### config.mk
export PLATFORM = sky130hd
export DESIGN_NAME = mtbd_divider
export DESIGN_NICKNAME = d
export VERILOG_FILES = /design/src/design/mtbd_divider.sv
export SDC_FILE = /design/constraint.sdc
export NUM_CORES = 1
export LEC_CHECK = 0
export BUFFER_PORTS_ARGS = -buffer_cell sky130_fd_sc_hd__buf_2
export CAP_MARGIN = 10
export CORE_MARGIN = 2
export CORE_UTILIZATION = 45
export DETAILED_ROUTE_END_ITERATION = 12
export GPL_ROUTABILITY_DRIVEN = 1
export PLACE_DENSITY = 0.66
export SYNTH_ARGS = -nofsm -noshare
export SYNTH_HDL_FRONTEND = slang
export SYNTH_SLANG_ARGS = --single-unit
### constraint.sdc
create_clock -name clk -period 3.24 [get_ports clk]
set_input_delay 0.324 -clock clk [delete_from_list [all_inputs] [get_ports clk]]
set_output_delay 0.324 -clock clk [all_outputs]
set_load 0.01 [all_outputs]
### src/design/mtbd_divider.sv
// ----------------------------------------------------------------------------
// mtbd_divider
// Restoring divider, one quotient bit a cycle; yields the remainder.
// ----------------------------------------------------------------------------
module mtbd_divider (
	input  logic        clk,
	input  logic        arst_n,
	input  logic        start,
	input  logic [31:0] dividend,
	input  logic [31:0] divisor,
	output logic        done,
	output logic [31:0] remainder
);
	logic [31:0] rem_q, quo_q, div_q;
	logic [5:0]  cnt_q;
	logic        busy_q;
	logic [32:0] trial;

	assign trial = {rem_q, quo_q[31]} - {1'b0, div_q};

	always_ff @(posedge clk or negedge arst_n) begin
		if (!arst_n) begin
			busy_q <= 1'b0;
			cnt_q  <= '0;
			done   <= 1'b0;
		end else begin
			done <= 1'b0;
			if (start) begin
				busy_q <= 1'b1;
				cnt_q  <= 6'd32;
			end else if (busy_q) begin
				cnt_q <= cnt_q - 6'd1;
				if (cnt_q == 6'd1) begin
					busy_q <= 1'b0;
					done   <= 1'b1;
				end
			end
		end
	end

	always_ff @(posedge clk) begin
		if (start) begin
			rem_q <= '0;
			quo_q <= dividend;
			div_q <= divisor;
		end else if (busy_q) begin
			quo_q <= {quo_q[30:0], 1'b0};
			if (!trial[32]) rem_q <= trial[31:0];
			else            rem_q <= {rem_q[30:0], quo_q[31]};
		end
	end

	assign remainder = rem_q;
endmodule

==> impl_metrics.env, run 1 <==
export IMPL_die_w_um=120
export IMPL_htree_levels=3
export IMPL_hold_viol=0
export IMPL_synth_warnings=0
export IMPL_coreArea_mm2=0.0131
export IMPL_irDropWorstVdd_uv=442
export IMPL_status="completed"
export IMPL_tightest_slew_ns=0.766
export IMPL_syn_num_nets=688
export IMPL_fillers=1202
export IMPL_max_clock_path_buffers=2
export IMPL_wl_per_cell_um=15.5
export IMPL_arrival_ns=3.35
export IMPL_track_usage_pct=19.3
export IMPL_met1Wirelength_um=5800
export IMPL_drtAntennaViolNets=0
export IMPL_clkLatencyLatePin_ns=0.36
export IMPL_path_max_fanout=5
export IMPL_cts_tree="built"
export IMPL_antenna_found_initial=0
export IMPL_die_area_mm2=0.0143
export IMPL_synth_edf_count=64
export IMPL_cts_sinks=104
export IMPL_gp_congestion=0.910
export IMPL_maxCapViolCount=0
export IMPL_grt_pass1_vias=4719
export IMPL_final_nets=791
export IMPL_synth_top_area_share_pct=31.9
export IMPL_initial_utilization_pct=45.9
export IMPL_placedCellCount=847
export IMPL_grt_pass1_wl_um=22000
export IMPL_rows=42
export IMPL_yosysUniqueCellTypes=65
export IMPL_path_clk_slew_ns=0.08
export IMPL_finalSetupViolCount=0
export IMPL_fin_worst_skew_ns=0.0130
export IMPL_rsz0062_at_grt="no"
export IMPL_io_buffers=99
export IMPL_ys_top_cells_by_area="edfxtp_1, dfxtp_1, ha_1, mux2_2, mux2i_1"
export IMPL_cts_made_buffers=9
export IMPL_clock_root_buffer="clkbuf_16"
export IMPL_synth_seq_cells=104
export IMPL_routed_top_layer="met4"
export IMPL_dr_total_vias=4651
export IMPL_min_period_ns=3.04
export IMPL_hold_class="input port to flip-flop"
export IMPL_drt_total_wl_um=13400
export IMPL_final_cell_count_no_fill=870
export IMPL_critical_path_required_ns=3.54
export IMPL_synth_common_cells="edfxtp_1, nor2_1, nand2_1"
export IMPL_drt_iter0_drc=274
export IMPL_fin_crit_sh_pct=93.9
export IMPL_synth_area_per_cell_um2=10.3
export IMPL_pin_count=100
export IMPL_firstDrtPassIters=6
export IMPL_route_detailed_drc=0
export IMPL_fp_dieH_um=120
export IMPL_synth_top_area_cell="edfxtp_1"
export IMPL_diodes=0
export IMPL_synth_seq_area_share_pct=45.9
export IMPL_power_density_mw_per_mm2=843
export IMPL_syn_area_mm2=0.00602
export IMPL_synth_top_flop_cell="edfxtp_1"
export IMPL_finalSetupTns_ns=0
export IMPL_post_dp_hpwl_um=9630
export IMPL_wl_met3_um=973
export IMPL_fmax_mhz=329
export IMPL_routed_via_density=5.35
export IMPL_ys_async_sr_fraction_pct=7.69
export IMPL_overflow=0
export IMPL_end_kind="flip-flop"
export IMPL_startpoint_type="flip-flop"
export IMPL_area_delta_synth_final_pct=18.1
export IMPL_grt_max_degree=64
export IMPL_yosysMostFrequentCell="edfxtp_1"
export IMPL_p_leak_uw=0.00311
export IMPL_drive_gt1_share_pct=25.2
export IMPL_slew_violations=0
export IMPL_relSlewSlack_pct=48.9
export IMPL_crit_type="flip-flop to flip-flop"
export IMPL_synthCells=586
export IMPL_met2_length_um=6430
state kept, by name, summed over array words and instances, names as in the netlist:
register,flops
quo_q,32
remainder,32
div_q,32
busy_q,1
done,1
cnt_q,6
placed cells by master (no fill, tap or decap), types with 18 or more instances in the layout:
| cell type | instances |
|---|---|
| buf_2 | 98 |
| edfxtp_1 | 64 |
| nor2_1 | 51 |
| nand2_1 | 44 |
| inv_1 | 43 |
| o21ai_0 | 34 |
| ha_1 | 33 |
| dfxtp_1 | 32 |
| mux2_2 | 31 |
| a21oi_1 | 30 |
| mux2i_1 | 21 |
| a211oi_1 | 18 |
metrics by stage:
stage                     setup WS, ns  hold slack (ns)  utilization [%]  power, uW  instance area [um2]
after floorplan                  0.453           0.0284                -       4080                 6020
after global placement           0.263            0.170             51.1       4720                 6720
after detailed placement         0.136            0.176             51.1       4790                 6720
after CTS                       0.0545            0.123             53.3       5860                 7000
after global routing            0.0279            0.126             54.2       6440                 7110
final                            0.197            0.134             54.2       6000                 7110
layer usage:
layer / track usage [%] / vias to the layer above
met1: 23.1 / 2172
li1: - / 2335
met3: 6.61 / 18
met5: 0 / -
met2: 32.2 / 126
met4: 6.84 / 0
worst max-delay path: stages, from the launching register on:
cell	delay (ns)
edfxtp_1	0.41
inv_1	0.08
ha_1	0.22
nor2b_1	0.14
o31a_1	0.32
o2111ai_2	0.25
a311oi_1	0.14
buf_4	0.17
nor4_1	0.33
nor3_1	0.16
o41a_1	0.43
o31ai_1	0.19
a2bb2o_1	0.17
layout make-up:
cell class / instances / area (um2) / share of cell area (%)
Clock buffer: 10 / 229 / 3.22
Clock inverter: 6 / 48.8 / 0.686
Inverter: 43 / 161 / 2.27
Multi-Input combinational cell: 417 / 3020 / 42.4
Sequential cell: 104 / 2760 / 38.8
Tap cell: 176 / 220 / 3.10
Timing Repair Buffer: 114 / 677 / 9.51
repair_timing:
action                                  4_1_cts  5_1_grt
endpoints found under the hold margin         8        0
hold buffers                                  1        0
buffers inserted                              0        4
endpoints found under the setup margin        0       30
resized for setup                             0        8
final timing paths:
kind | start | end | slack, ns | cells past startpoint
worst max register to register | div_q[1] | remainder[31] | 0.20 | 12
min in group asynchronous | arst_n | cnt_q[5] | 0.33 | 2
worst min register to register | remainder[7] | remainder[7] | 0.51 | 2
worst max-delay path | div_q[1] | remainder[31] | 0.20 | 12
worst min-delay path | divisor[5] | div_q[5] | 0.13 | 1
max in group asynchronous | arst_n | cnt_q[1] | 2.75 | 2
kinds of logic (layout without fill, tap and decap cells):
kind of cell | after synthesis | count (layout) | synth area share [%]
AO/OA/AOI/OAI | 151 | 151 | 17.0
AND/OR/NAND/NOR | 151 | 151 | 11.8
buffers and inverters | 65 | 173 | 4.67
XOR/XNOR | 28 | 28 | 4.07
multiplexers | 52 | 52 | 9.28
adder cells (fa/ha/maj) | 35 | 35 | 7.39
flip-flops | 104 | 104 | 45.9
where the power goes:
| group | switching, uW | leakage (uW) | internal [uW] |
|---|---|---|---|
| Sequential | 259 | 0.00101 | 1720 |
| Clock | 511 | 0.000133 | 533 |
| Combinational | 1570 | 0.00196 | 1400 |
| Total | 2340 | 0.00311 | 3660 |
(Power assumes the default switching activity.)
==> inputs of run 2 (changes only) <==
--- a/config.mk
+++ b/config.mk
@@ -5,13 +5,15 @@
 export SDC_FILE = /design/constraint.sdc
 export NUM_CORES = 1
 export LEC_CHECK = 0
+export ABC_AREA = 1
 export BUFFER_PORTS_ARGS = -buffer_cell sky130_fd_sc_hd__buf_2
 export CAP_MARGIN = 10
 export CORE_MARGIN = 2
 export CORE_UTILIZATION = 45
 export DETAILED_ROUTE_END_ITERATION = 12
 export GPL_ROUTABILITY_DRIVEN = 1
-export PLACE_DENSITY = 0.66
+export GPL_TIMING_DRIVEN = 0
+export PLACE_DENSITY = 0.65
 export SYNTH_ARGS = -nofsm -noshare
 export SYNTH_HDL_FRONTEND = slang
 export SYNTH_SLANG_ARGS = --single-unit
==> impl_metrics.env, run 2 <==
export IMPL_cp_startpoint="quo_q[31]"
export IMPL_grt_max_degree=34
export IMPL_hold_class="input port to flip-flop"
export IMPL_synth_warnings=0
export IMPL_routed_via_density=4.64
export IMPL_fmax_mhz=364
export IMPL_p_switching_uw=929
export IMPL_synth_area_per_cell_um2=6.77
export IMPL_end_kind="flip-flop"
export IMPL_ys_async_sr_fraction_pct=7.69
export IMPL_track_usage_pct=21.7
export IMPL_p_sw_share_pct=29.1
export IMPL_die_area_mm2=0.0164
export IMPL_die_w_um=128
export IMPL_synth_top_area_share_pct=27.7
export IMPL_reg2reg_to="remainder[18]"
export IMPL_diodes=0
export IMPL_grt_pass1_vias=5762
export IMPL_post_dp_hpwl_um=13400
export IMPL_startpoint_type="flip-flop"
export IMPL_rows=45
export IMPL_hold_viol=0
export IMPL_initial_utilization_pct=45.7
export IMPL_path_max_fanout=10
export IMPL_final_common_cell="nand2_1"
export IMPL_r2r_slack_ns=0.49
export IMPL_synth_top_area_cell="edfxtp_1"
export IMPL_max_stage_delay_ns=0.41
export IMPL_p_leak_uw=0.00457
export IMPL_max_clock_path_buffers=2
export IMPL_design_area_mm2=0.00801
export IMPL_dr_total_vias=6162
export IMPL_status="completed"
export IMPL_synth_seq_area_share_pct=39.9
export IMPL_reg2reg_from="quo_q[31]"
export IMPL_ys_top_cells_by_area="edfxtp_1, nand2_1, inv_1, dfxtp_1, ha_1"
export IMPL_relSlewSlack_pct=42.9
export IMPL_cp_num_buf_inv=3
export IMPL_synth_common_cells="nand2_1, inv_1, edfxtp_1"
export IMPL_synth_edf_count=64
export IMPL_tightest_slew_ns=0.856
export IMPL_holdPathEnd="div_q[15]"
export IMPL_fin_worst_skew_ns=0.0150
export IMPL_power_frac_clock_pct=35.9
export IMPL_hold_depth=1
export IMPL_drt_iter0_drc=372
export IMPL_htree_levels=3
export IMPL_timing_critical_path_mode_cell="nand2_1"
export IMPL_arrival_ns=3.01
export IMPL_pin_count=100
export IMPL_syn_area_mm2=0.00693
export IMPL_overflow=0
export IMPL_synth_seq_cells=104
export IMPL_cts_made_buffers=9
export IMPL_drtAntennaViolNets=0
export IMPL_antenna_found_initial=0
export IMPL_cp_slowest_cell="fa_1"
export IMPL_fin_crit_sh_pct=84.8
export IMPL_rsz0062_at_grt="no"
export IMPL_multi_input_area_mm2=0.00328
export IMPL_crit_family="simple AND/OR/NAND/NOR gates"
export IMPL_path_clk_slew_ns=0.08
export IMPL_yosysUniqueCellTypes=37
export IMPL_worstPathCellList="inv_1 -> ha_1 -> fa_1 -> inv_1 -> nand2_1 -> nand2_1 -> nand3_1 -> nand2_1 -> nand2_1 -> nand2_2 -> nand2_2 -> nand2_2 -> nand2_4 -> nand2_4 -> buf_8 -> nand2_1 -> nand3_1 -> nand2_1"
export IMPL_comb_power_share_pct=15.1
export IMPL_critical_path_required_ns=3.50
export IMPL_final_cell_mix="nand2_1, inv_1, buf_2"
export IMPL_finalSetupViolCount=0
export IMPL_wl_per_cell_um=12.8
export IMPL_yosysMostFrequentCell="nand2_1"
export IMPL_area_delta_synth_final_pct=15.6
export IMPL_synthCells=1024
export IMPL_clock_root_buffer="clkbuf_16"
export IMPL_drive_gt1_share_pct=12.9
export IMPL_maxCapViolCount=0
export IMPL_firstDrtPassIters=5
export IMPL_clkLatencyLatePin_ns=0.37
export IMPL_final_nets=1238
export IMPL_seqPwrFrac_pct=49.0
export IMPL_rr_worst_depth=18
export IMPL_fillers=1551
export IMPL_cts_tree="built"
export IMPL_route_detailed_drc=0
export IMPL_p_int_uw=2260
export IMPL_drt_total_wl_um=17000
export IMPL_syn_num_nets=1126
export IMPL_finalSetupTns_ns=0
export IMPL_crit_type="flip-flop to flip-flop"
export IMPL_cts_sinks=104
export IMPL_coreArea_mm2=0.0151
export IMPL_irDropWorstVdd_uv=329
export IMPL_grt_pass1_wl_um=27800
export IMPL_power_density_mw_per_mm2=398
export IMPL_gp_congestion=0.868
export IMPL_min_period_ns=2.75
export IMPL_synth_top_flop_cell="edfxtp_1"
export IMPL_io_buffers=99
export IMPL_placed_area_mm2=0.00769
export IMPL_slew_violations=0
export IMPL_seq_area_mm2=0.00276
export IMPL_hold_start="divisor[15]"
export IMPL_fp_dieH_um=128
[run 2: stage by stage]
| step | hold slack, ns | utilization [%] | setup WS [ns] | std cells | power (uW) |
|---|---|---|---|---|---|
| after floorplan | 0.0284 | - | 1.05 | 1024 | 1920 |
| final | 0.125 | 52.9 | 0.492 | 1329 | 3190 |
| after detailed placement | 0.177 | 50.8 | 0.385 | 1312 | 2070 |
| after CTS | 0.118 | 52.9 | 0.517 | 1329 | 3220 |
| after global placement | 0.180 | 50.6 | 0.0736 | 1311 | 2070 |
| after global routing | 0.118 | 52.9 | 0.292 | 1329 | 3350 |
[run 2: kinds of logic (layout without fill, tap and decap cells)]
kind of cell             after synthesis  count (layout)  share of synthesized area (%)
AND/OR/NAND/NOR                      610             610                           36.1
AO/OA/AOI/OAI                         37              37                           2.83
adder cells (fa/ha/maj)               35              35                           6.43
buffers and inverters                223             340                           12.8
XOR/XNOR                              15              15                           1.90
flip-flops                           104             104                           39.9
[run 2: how the worst max path moves through the flow]
stage,endpoint,cells past startpoint
after floorplan,remainder[13],18
after global placement,quo_q[5],4
after detailed placement,quo_q[31],5
after CTS,remainder[15],18
after global routing,remainder[16],18
final,remainder[18],18
[run 2: power by group through the flow]
stage / registers, uW / logic [uW] / clock network, uW
floorplan: 1590 / 330 / 0
global placement: 1590 / 476 / 0
detailed placement: 1590 / 482 / 0
CTS: 1560 / 486 / 1170
global route: 1580 / 554 / 1220
finish: 1560 / 482 / 1150
[run 2: worst reg2reg max path, stage by stage, from the launching register on]
cell and delay, ns:
edfxtp_1 0.34, inv_1 0.06, ha_1 0.22, fa_1 0.41
inv_1 0.13, nand2_1 0.06, nand2_1 0.12, nand3_1 0.09
nand2_1 0.16, nand2_1 0.09, nand2_2 0.11, nand2_2 0.09
nand2_2 0.10, nand2_4 0.08, nand2_4 0.18, buf_8 0.19
nand2_1 0.07, nand3_1 0.07, nand2_1 0.05
[run 2: final cells by class]
cell class,instances,share of cell area (%)
Buffer,18,1.50
Clock buffer,9,2.81
Clock inverter,7,1.08
Inverter,205,9.61
Multi-Input combinational cell,697,40.9
Sequential cell,104,34.5
Tap cell,188,2.94
Timing Repair Buffer,101,6.66
[run 2: metal layers]
metal | track usage (%) | up-vias | wire, um
li1 | - | 3329 | -
met1 | 28.7 | 2701 | 8130
met2 | 36.5 | 114 | 7730
met3 | 4.09 | 18 | 860
met4 | 5.95 | 0 | 263
met5 | 0 | - | 0
[run 2: repair_timing]
item / CTS / global route
setup buffers: 0 / 0
endpoints found under the hold margin: 8 / 0
resized for setup: 0 / 0
hold buffers: 1 / 0
